### src/sv/tal_pkg.sv
// Shared types, constants and helper functions for the lowest-common-ancestor lifting unit.
package tal_pkg;

    localparam int MAX_NODES   = 1024;
    localparam int NODE_W      = 10;
    localparam int CNT_W       = 11;
    localparam int DEPTH_W     = 11;
    localparam int LIFT_LEVELS = 10;
    localparam int LVL_W       = 4;
    localparam int TAB_AW      = LVL_W + NODE_W;
    localparam int TAB_DEPTH   = LIFT_LEVELS * MAX_NODES;
    localparam int OP_W        = 2;

    // Stream payload layout
    localparam int IN_TDATA_W  = 32;
    localparam int OUT_TDATA_W = 16;
    localparam int FA_LSB      = 0;
    localparam int FB_LSB      = NODE_W;
    localparam int FD_LSB      = 2 * NODE_W;

    // Operation codes
    localparam logic [OP_W-1:0] OP_LOAD  = 2'd0;
    localparam logic [OP_W-1:0] OP_BUILD = 2'd1;
    localparam logic [OP_W-1:0] OP_QUERY = 2'd2;

    // Lift table read address select
    localparam logic [1:0] TRD_V = 2'd0;  // {k, v}
    localparam logic [1:0] TRD_P = 2'd1;  // {k, table read data}
    localparam logic [1:0] TRD_X = 2'd2;  // {k, x}
    localparam logic [1:0] TRD_Y = 2'd3;  // {k, y}

    typedef struct packed {
        logic       take;       // latch request fields
        logic       load_wr;    // write parent and depth of node x
        logic       dep_rd_b;   // depth read at y instead of x
        logic [1:0] tab_rd;     // lift table read address select
        logic       bld_wr;     // write level k+1 of node v
        logic       cap_dx;     // hold depth of x
        logic       order;      // swap so x is deeper, form depth difference
        logic       lift_x;     // x takes table read data
        logic       cap_p;      // hold table read data as px
        logic       step_pair;  // move x and y up when ancestors differ
        logic       k_clr;
        logic       k_inc;
        logic       k_top;
        logic       k_dec;
        logic       v_clr;
        logic       v_inc;
        logic       res_x;      // push x into the result register
    } t_dp_cmd;

    typedef struct packed {
        logic [OP_W-1:0] op;
        logic            a_ok;
        logic            b_ok;
        logic            lv_one;
        logic            k_last_bld;
        logic            k_last_up;
        logic            k_zero;
        logic            v_last;
        logic            diff_bit;
        logic            xy_eq;
        logic            out_busy;
    } t_dp_sts;

    // Clamp a node count to [1, MAX_NODES]
    function automatic logic [CNT_W-1:0] f_clamp(input logic [CNT_W-1:0] v);
        logic [CNT_W-1:0] r;
        r = v;
        if (v == '0) r = CNT_W'(1);
        if (v > CNT_W'(MAX_NODES)) r = CNT_W'(MAX_NODES);
        return r;
    endfunction

    // floor(log2(n)) + 1, capped at LIFT_LEVELS
    function automatic logic [LVL_W-1:0] f_levels(input logic [CNT_W-1:0] n);
        logic [LVL_W:0] lv;
        lv = (LVL_W+1)'(1);
        for (int i = 1; i < CNT_W; i++) begin
            if (n[i]) lv = (LVL_W+1)'(i + 1);
        end
        if (lv > (LVL_W+1)'(LIFT_LEVELS)) lv = (LVL_W+1)'(LIFT_LEVELS);
        return lv[LVL_W-1:0];
    endfunction

endpackage

### src/sv/tal_ctrl.sv
// Controller: sequences load, table build and query steps over the datapath.
module tal_ctrl (
    input  logic             i_clk,
    input  logic             i_rst_n,
    input  logic             i_s_valid,
    output logic             o_s_ready,
    input  tal_pkg::t_dp_sts i_sts,
    output tal_pkg::t_dp_cmd o_cmd
);

    localparam logic [4:0] S_IDLE  = 5'd0;
    localparam logic [4:0] S_DISP  = 5'd1;
    localparam logic [4:0] S_BLD_A = 5'd2;
    localparam logic [4:0] S_BLD_B = 5'd3;
    localparam logic [4:0] S_BLD_C = 5'd4;
    localparam logic [4:0] S_QDA   = 5'd5;
    localparam logic [4:0] S_QDB   = 5'd6;
    localparam logic [4:0] S_QDC   = 5'd7;
    localparam logic [4:0] S_QUP   = 5'd8;
    localparam logic [4:0] S_QUPW  = 5'd9;
    localparam logic [4:0] S_QCMP  = 5'd10;
    localparam logic [4:0] S_QDN   = 5'd11;
    localparam logic [4:0] S_QDN1  = 5'd12;
    localparam logic [4:0] S_QDN2  = 5'd13;
    localparam logic [4:0] S_QFIN  = 5'd14;
    localparam logic [4:0] S_QFINW = 5'd15;
    localparam logic [4:0] S_QOUT  = 5'd16;

    logic [4:0] r_state;
    logic [4:0] n_state;

    assign o_s_ready = r_state == S_IDLE;

    always_ff @(posedge i_clk) begin
        if (!i_rst_n) begin
            r_state <= S_IDLE;
        end else begin
            r_state <= n_state;
        end
    end

    // Next state and datapath commands
    always_comb begin
        n_state = r_state;
        o_cmd   = '0;
        o_cmd.tab_rd = tal_pkg::TRD_X;
        unique case (r_state)
            S_IDLE: begin
                if (i_s_valid) begin
                    o_cmd.take = 1'b1;
                    n_state    = S_DISP;
                end
            end
            S_DISP: begin
                n_state = S_IDLE;
                unique case (i_sts.op)
                    tal_pkg::OP_LOAD: begin
                        o_cmd.load_wr = i_sts.a_ok;
                    end
                    tal_pkg::OP_BUILD: begin
                        o_cmd.k_clr = 1'b1;
                        o_cmd.v_clr = 1'b1;
                        if (!i_sts.lv_one) n_state = S_BLD_A;
                    end
                    tal_pkg::OP_QUERY: begin
                        if (i_sts.a_ok && i_sts.b_ok) n_state = S_QDA;
                    end
                    default: n_state = S_IDLE;
                endcase
            end
            // Build: read parent, read its ancestor, write next level
            S_BLD_A: begin
                o_cmd.tab_rd = tal_pkg::TRD_V;
                n_state      = S_BLD_B;
            end
            S_BLD_B: begin
                o_cmd.tab_rd = tal_pkg::TRD_P;
                n_state      = S_BLD_C;
            end
            S_BLD_C: begin
                o_cmd.bld_wr = 1'b1;
                n_state      = S_BLD_A;
                if (i_sts.v_last) begin
                    o_cmd.v_clr = 1'b1;
                    if (i_sts.k_last_bld) begin
                        n_state = S_IDLE;
                    end else begin
                        o_cmd.k_inc = 1'b1;
                    end
                end else begin
                    o_cmd.v_inc = 1'b1;
                end
            end
            // Query: fetch both depths and order the pair
            S_QDA: begin
                n_state = S_QDB;
            end
            S_QDB: begin
                o_cmd.cap_dx   = 1'b1;
                o_cmd.dep_rd_b = 1'b1;
                n_state        = S_QDC;
            end
            S_QDC: begin
                o_cmd.order = 1'b1;
                o_cmd.k_clr = 1'b1;
                n_state     = S_QUP;
            end
            // Lift the deeper node by the depth difference
            S_QUP: begin
                if (i_sts.diff_bit) begin
                    n_state = S_QUPW;
                end else if (i_sts.k_last_up) begin
                    n_state = S_QCMP;
                end else begin
                    o_cmd.k_inc = 1'b1;
                end
            end
            S_QUPW: begin
                o_cmd.lift_x = 1'b1;
                if (i_sts.k_last_up) begin
                    n_state = S_QCMP;
                end else begin
                    o_cmd.k_inc = 1'b1;
                    n_state     = S_QUP;
                end
            end
            S_QCMP: begin
                if (i_sts.xy_eq) begin
                    n_state = S_QOUT;
                end else begin
                    o_cmd.k_top = 1'b1;
                    n_state     = S_QDN;
                end
            end
            // Lift both nodes from the top level down
            S_QDN: begin
                n_state = S_QDN1;
            end
            S_QDN1: begin
                o_cmd.cap_p  = 1'b1;
                o_cmd.tab_rd = tal_pkg::TRD_Y;
                n_state      = S_QDN2;
            end
            S_QDN2: begin
                o_cmd.step_pair = 1'b1;
                if (i_sts.k_zero) begin
                    n_state = S_QFIN;
                end else begin
                    o_cmd.k_dec = 1'b1;
                    n_state     = S_QDN;
                end
            end
            // Take the shared parent
            S_QFIN: begin
                n_state = S_QFINW;
            end
            S_QFINW: begin
                o_cmd.lift_x = 1'b1;
                n_state      = S_QOUT;
            end
            S_QOUT: begin
                if (!i_sts.out_busy) begin
                    o_cmd.res_x = 1'b1;
                    n_state     = S_IDLE;
                end
            end
            default: n_state = S_IDLE;
        endcase
    end

    // A result never overwrites one the receiver has not taken
    a_res_free: assert property (@(posedge i_clk) disable iff (!i_rst_n)
        o_cmd.res_x |-> !i_sts.out_busy)
        else $error("result pushed into a busy result register");

    // Load and build never share the table write port
    a_one_writer: assert property (@(posedge i_clk) disable iff (!i_rst_n)
        !(o_cmd.load_wr && o_cmd.bld_wr))
        else $error("load and build write the table together");

    // An accepted request is decoded in the next cycle
    a_take_disp: assert property (@(posedge i_clk) disable iff (!i_rst_n)
        o_cmd.take |=> (r_state == S_DISP))
        else $error("accepted request not decoded");

    // A build only starts when there is a level above the parents
    a_build_lv: assert property (@(posedge i_clk) disable iff (!i_rst_n)
        (r_state == S_BLD_A) |-> !i_sts.lv_one)
        else $error("build running with a single level");

endmodule

### config.mk
export PLATFORM = sky130hd
export DESIGN_NAME = tal_ctrl
export DESIGN_NICKNAME = d
export VERILOG_FILES = /design/src/sv/tal_pkg.sv /design/src/sv/tal_ctrl.sv
export SDC_FILE = /design/constraint.sdc
export NUM_CORES = 1
export LEC_CHECK = 0
export BUFFER_PORTS_ARGS = -buffer_cell sky130_fd_sc_hd__buf_2
export CAP_MARGIN = 20
export CORE_MARGIN = 8
export CORE_UTILIZATION = 30
export DETAILED_ROUTE_END_ITERATION = 16
export PLACE_DENSITY = 0.58
export SYNTH_ARGS = -nofsm -noshare
export SYNTH_HDL_FRONTEND = slang
export SYNTH_SLANG_ARGS = --single-unit
export TNS_END_PERCENT = 5
### constraint.sdc
create_clock -name i_clk -period 2.21 [get_ports i_clk]
set_clock_uncertainty 0.05 [all_clocks]
set_input_delay 0.221 -clock i_clk [delete_from_list [all_inputs] [get_ports i_clk]]
set_output_delay 0.221 -clock i_clk [all_outputs]
set_load 0.005 [all_outputs]
* Yosys cells after proc, flatten, opt, wreduce, memory -nomap -nowiden
Index checks and enable logic that the tools add are counted.
** Storage, ports and cells
- Register bits :: 5
- Bits of input ports :: 15
- Output and inout bits :: 19
- Logic and storage cells :: 68
** Cells by class
- Eq/ne operators :: 21
- Muxes and demuxes :: 41
- Reduce and logical (&&, ||, !) cells :: 5
** Operators by type and width (number)
- $pmux 5 s17 :: 1
- $eq 5x4->1 const B :: 8
- $mux 5 :: 6
- $mux 1 :: 24
- $eq 5x3->1 const B :: 4
- $eq 5x2->1 const B :: 2
- $pmux 5 s2 :: 1
- $mux 2 :: 3
- $mux 3 :: 2
- $pmux 2 s3 :: 1
- $eq 5x1->1 const B :: 1
- $eq 5x5->1 const B :: 1
- $logic_not 5->1 :: 1
- $ne 2x2->1 const B :: 2
- $pmux 1 s2 :: 2
- $ne 3x3->1 const B :: 1
- $pmux 1 s3 :: 1
- $reduce_and 3->1 :: 1
- $eq 2x1->1 const B :: 1
- $eq 2x2->1 const B :: 1
- $logic_not 2->1 :: 1
- $reduce_or 2->1 :: 1
- $logic_and 1x1->1 :: 1

* Depth between registers and ports, before layout
Gate-level depths: netlist of run 1.
- Depth after elaboration :: 4
- Gate-level depth with buffers :: 6

* Worst setup path before layout of run 1
OpenSTA, ideal clock, no wires.
- Path type :: register to output
- Start point :: register r_state[2]
- End point :: output o_cmd[5] (netlist bit)
- Arrival :: 1.160 ns
- Path slack :: 0.779 ns
- Stages on the path, launching flop included :: 5
- Path buffers :: 0
- Cells stage by stage :: dfxtp_1 > or3b_4 > nor3_4 > nand2_1 > o22ai_1
** RTL lines
- start: declaration :: RTL line tal_ctrl.sv:29 : logic [4:0] r_state;
- start signal: assignment :: RTL line tal_ctrl.sv:38 : r_state <= n_state;
- end: declaration :: RTL line tal_ctrl.sv:8 : output tal_pkg::t_dp_cmd o_cmd

==> impl_metrics.yaml, run 1 <==
status:
  run_status: "complete, no violations"
power:
  vdd.ir_drop.worst_uv: 207
  power.total_uw: 275
  power_density_nw_per_um2: 315
  cellLeakagePower_nw: 0.399
sta:
  finalMaxSlewViolations: 0
  report.final.setup_viol: 0
  setup_ws_ns: 0.103
  fin_crit_sh: 0.953
  slew-limit-headroom: 0.709
  setup-tns-final_ns: 0
  layout_min_cycle_time_ns: 2.11
  fin_worst_hold_slack_ns: 0.185
  hold_viol: 0
  rsz0062_at_grt: "no"
  fmaxAchievable_mhz: 475
  worst-slew-pin-transition_ns: 0.435
worst_setup_path:
  timing.critical_path.to_type: "output pin"
  worst-endpoint-required_ns: 1.94
  worst-endpoint-arrival_ns: 1.84
  timing.rr.start: "r_state[2]"
  timing.critical_path.from: "r_state[2]"
  critPathMaxFanout: 13
  cp-start-kind: "flop"
  critical_path_class: "flop to output pin"
run:
  cap_violations: 0
layout:
  flow.area_growth_from_synthesis_pct: 27.6
  reg_top3: "r_state x5"
  largest_register_ffs: 5
  diodes: 0
  filler_cell_count: 249
  mostFrequentLayoutCell: "buf_2"
  registers.top_by_ff_count: "r_state"
  drive_above_1_share: 0.386
  finish.net_count: 146
  highest_count_cells_in_the_layout_ignoring_fill_and_taps: "33 x buf_2, 15 x nor2_1, 7 x inv_1, 7 x nand2_1"
yosys:
  ys_warn_count: 0
  synthesis.instances: 96
  synth.cell_area_um2: 684
  area_fraction_in_compound_gates_after_synthesis: 0.229
  synth-simple-area-share: 0.448
  combinational_family_with_the_most_area_after_synthesis: "simple AND/OR/NAND/NOR gates"
  sequential_cell_area_fraction_in_the_yosys_report: 0.146
  synth-xor-area-share: 0
  area_fraction_of_the_dominant_cell_type_after_synthesis: 0.146
  post_synth_main_area_contributors: "dfxtp_1 15%, nor2_1 8.2%, ha_1 5.5%"
  post_synthesis_async_set_or_reset_flop_share: 0
  postSynthNetCount: 114
  synth_enable_flop_cells: 0
  synth_register_bits: 5
  yosysUniqueCellTypes: 39
  synth_fa_ha_area_frac: 0.0548
  ys_dominant_reg_cell: "dfxtp_1"
  synth_top_area_cell: "dfxtp_1"
  synth.avg_cell_area_um2: 7.13
  post_synth_mux_area_share: 0
floorplan:
  initial_core_util: 0.312
  fp.dieH_um: 63.8
  floorplan.rows: 17
  dieWidth_um: 63.8
  io-pin-count: 34
  die_area_um2: 4070
  placeableCoreArea_um2: 2190
min_path:
  holdCritStartpoint: "i_rst_n"
  holdCritPathClass: "input port to flop"
grt:
  antenna_found_initial: 0
  grt_pass1_vias: 808
  pin_count_of_the_biggest_net_entering_global_routing: 15
  grt_overflow: 0
  globalRouteTotalUtil: 0.101
  grt_pass1_wl_um: 3560
placed_design:
  dp_hpwl_um: 1690
  routabilityCongestion: 0.848
  place.port_buffers: 33
  place_worst_setup_slack_ns: 0.395
clock_tree:
  cts.path.max_buffers: 2
  clock_insertion_delay_worst_skew_ns: 0.24
  worst_setup_hold_path_clk_slew_ns: 0.05
  hold_buffers: 0
  cts_root_buf: "clkbuf_4"
  clock_tree_from_tritoncts: "yes"
  clock_sinks: 5
  post_cts_resize_count: 0
  cts-htree-levels: 1
  cts_inserted_buffers: 3
  cts_post_setup_buffers_inserted: 0
detailed_routing:
  per_cell_via_count_in_the_routed_design: 5.24
  avgRoutedWirePerCell_um: 13.0
  ant_nets: 0
  drt_first_iter_violations: 33
  via_count: 812
  post-route-drc-count: 0
  routed_wl_um: 2020
  dr.pass1.iters: 4
-- area by class of cell --
type                    count  area [µm²]  area share
clock inverters             1        5.00     0.00573
repair buffers             35         180       0.206
flip-flops and latches      5         100       0.115
clock buffers               3        22.5      0.0258
well taps                  28        35.0      0.0401
inverters                   8        30.0      0.0344
multi-input cells          75         500       0.573
-- final timing paths --
path / cells past startpoint / slack, ns / endpoint
max: 5 / 0.10 / o_cmd[5]
min: 2 / 0.19 / r_state[4]
max reg2reg: 4 / 0.60 / r_state[0]
min reg2reg: 2 / 0.56 / r_state[3]
-- cells in the mapped netlist, types with 4 or more instances --
library cell / number
buf_2: 4
nand2_1: 7
nor2_1: 15
inv_1: 7
a21oi_1: 5
dfxtp_1: 5
nand3_1: 4
-- kinds of logic after synthesis --
family / count (synthesis)
compound gates: 22
flops: 5
buf+inv: 16
simple gates: 50
fa+ha+maj: 3
-- stage by stage --
step           area (µm²)  std cells   util
6_report              873        155  0.399
5_1_grt               873        155  0.399
4_1_cts               873        155  0.399
3_5_place_dp          846        151  0.386
3_3_place_gp          846        151  0.386
2_1_floorplan         684         96      -
-- worst max-delay path, stage by stage, from the launching register on --
cell and delay, ns:
dfxtp_1 0.57, or3b_4 0.48, nor3_4 0.15, nand2_1 0.10
o22ai_1 0.15, buf_2 0.14
-- routing by layer --
metal | share of wire | vias to the layer above | track usage
met5 | 0 | - | 0
met1 | 0.48 | 377 | 0.128
met3 | 0.074 | 0 | 0.0401
met2 | 0.45 | 30 | 0.157
li1 | - | 405 | -
met4 | 0 | 0 | 0.0251
-- power by group --
group          internal [mW]  leakage (nW)  total [mW]  switching [mW]
registers             0.0925        0.0405      0.0967         0.00419
clock network         0.0655        0.0177       0.104          0.0388
logic                 0.0337         0.341      0.0739          0.0402
total                  0.192         0.399       0.275          0.0832
Note: power is estimated with default switching activity, not from simulation.
==> run 2, diff against run 1 <==
PLACE_DENSITY = 0.6   (was 0.58)
clock period = 1.8 ns   (was 2.21 ns; I/O delays follow)
==> run 2 against run 1 <==
Against the previous run:
- sequential share of layout area about the same
- utilization increased by 2.1 points
- wire length increased by 14%
- register-to-register slack got worse by 0.22 ns
- sequential power increased by 20%
- count of clock-buffer cells in the layout unchanged
- sequential cell count unchanged
- die area unchanged
- clock power increased by 39%
- via count increased by 4.6%
- combinational power increased by 31%
- global-route usage increased by 1.2 points
==> impl_metrics.yaml, run 2 (synthesis results as in run 1) <==
status:
  run_status: "complete, no violations"
floorplan:
  die_area_um2: 4070
  dieWidth_um: 63.8
  io-pin-count: 34
  floorplan.rows: 17
  placeableCoreArea_um2: 2190
  initial_core_util: 0.312
  fp.dieH_um: 63.8
layout:
  drive_above_1_share: 0.458
  mostFrequentLayoutCell: "buf_2"
  reg_top3: "r_state x5"
  finish.net_count: 150
  flow.area_growth_from_synthesis_pct: 34.2
  largest_register_ffs: 5
  filler_cell_count: 244
  registers.top_by_ff_count: "r_state"
  highest_count_cells_in_the_layout_ignoring_fill_and_taps: "33 x buf_2, 14 x nor2_1, 7 x inv_1, 6 x nand2_1, 6 x buf_4"
  diodes: 0
sta:
  finalMaxSlewViolations: 0
  fin_worst_hold_slack_ns: 0.146
  rsz0062_at_grt: "yes"
  slew-limit-headroom: 0.789
  fmaxAchievable_mhz: 565
  report.final.setup_viol: 0
  worst-slew-pin-transition_ns: 0.312
  fin_crit_sh: 0.984
  layout_min_cycle_time_ns: 1.77
  hold_viol: 0
worst_setup_path:
  critPathMaxFanout: 5
  cp-start-kind: "flop"
  reg2reg_depth: 5
  worst-endpoint-arrival_ns: 1.54
  critical_path_class: "flop to output pin"
  timing.critical_path.to_type: "output pin"
  worst-endpoint-required_ns: 1.57
power:
  netSwitchingFraction: 0.336
  power_density_nw_per_um2: 389
  vdd.ir_drop.worst_uv: 276
  pwr-share-comb: 0.271
  power.total_uw: 357
  seq_power_share: 0.324
  switchingPower_uw: 120
  clock_power_share: 0.405
  cellLeakagePower_nw: 0.427
  total_internal_power_uw: 237
grt:
  antenna_found_initial: 0
  grt_overflow: 0
  grt_pass1_wl_um: 3820
  grt_pass1_vias: 871
  globalRouteTotalUtil: 0.114
  pin_count_of_the_biggest_net_entering_global_routing: 17
clock_tree:
  worst_setup_hold_path_clk_slew_ns: 0.05
  clock_tree_from_tritoncts: "yes"
  hold_buffers: 0
  clock_sinks: 5
  cts.path.max_buffers: 2
  cts-htree-levels: 1
  cts_inserted_buffers: 3
  cts_root_buf: "clkbuf_4"
  clock_insertion_delay_worst_skew_ns: 0.26
placed_design:
  routabilityCongestion: 0.898
  place.port_buffers: 33
  dp_hpwl_um: 1830
min_path:
  holdCritPathClass: "input port to flop"
  worst_hold_path.num_cells: 3
detailed_routing:
  avgRoutedWirePerCell_um: 14.5
  per_cell_via_count_in_the_routed_design: 5.34
  drt_first_iter_violations: 40
  dr.pass1.iters: 4
  ant_nets: 0
  routed_wl_um: 2300
  via_count: 849
  post-route-drc-count: 0
run:
  cap_violations: 0
run 2: cell types whose count changed in the layout (fill, tap and decap cells not counted), sizes merged:
cell and change:
buf +4
run 2: what timing repair did:
item / CTS / global route
hold endpoints to repair: 0 / 0
pin swaps: 1 / 0
resized for setup: 1 / 6
buffers inserted: 1 / 0
endpoints found under the setup margin: 1 / 10
run 2: final cells by class:
cell class | instances | area, µm² | share of cell area
Inverter | 8 | 30.0 | 0.0327
Clock buffer | 3 | 22.5 | 0.0245
Timing Repair Buffer | 39 | 210 | 0.229
Clock inverter | 1 | 5.00 | 0.00545
Multi-Input combinational cell | 75 | 510 | 0.556
Tap cell | 28 | 35.0 | 0.0381
Sequential cell | 5 | 105 | 0.114
run 2: path summary, 6_finish.rpt:
check	startpoint	slack [ns]	end
setup / recovery	r_state[1]	0.03	o_cmd[5]
hold / removal	i_sts[8]	0.15	r_state[2]
setup reg to reg	r_state[1]	0.38	r_state[0]
hold reg to reg	r_state[2]	0.60	r_state[2]
run 2: metrics by stage:
stage	worst slack, ns	cell area (µm²)	instances	setup TNS (ns)	utilization
6_report	0.0293	918	159	0	0.419
5_1_grt	-0.0552	918	159	-0.0552	0.419
4_1_cts	0.0122	905	159	0	0.413
3_5_place_dp	0.240	868	154	0	0.396
3_3_place_gp	0.282	868	154	0	0.396
2_1_floorplan	0.410	684	96	0	-
run 2: critical path, stage by stage, from the launching register on:
cell	delay, ns
dfxtp_2	0.34
or3b_4	0.41
nor3_4	0.14
nand2_1	0.10
o22ai_1	0.15
buf_2	0.14
run 2: metal layers:
layer  global-route usage  share of wire  up-vias
met2                0.195           0.48       31
met3               0.0401          0.069        0
met1                0.130           0.45      403
met4               0.0334              0        0
met5                    0              0        -
li1                     -              -      415
run 2: power groups by stage:
stage,Clock [mW],Sequential [mW],Combinational (mW)
6_report,0.145,0.116,0.0968
5_1_grt,0.158,0.116,0.108
4_1_cts,0.146,0.116,0.0962
3_5_place_dp,0,0.118,0.0956
3_3_place_gp,0,0.118,0.0928
2_1_floorplan,0,0.117,0.0588
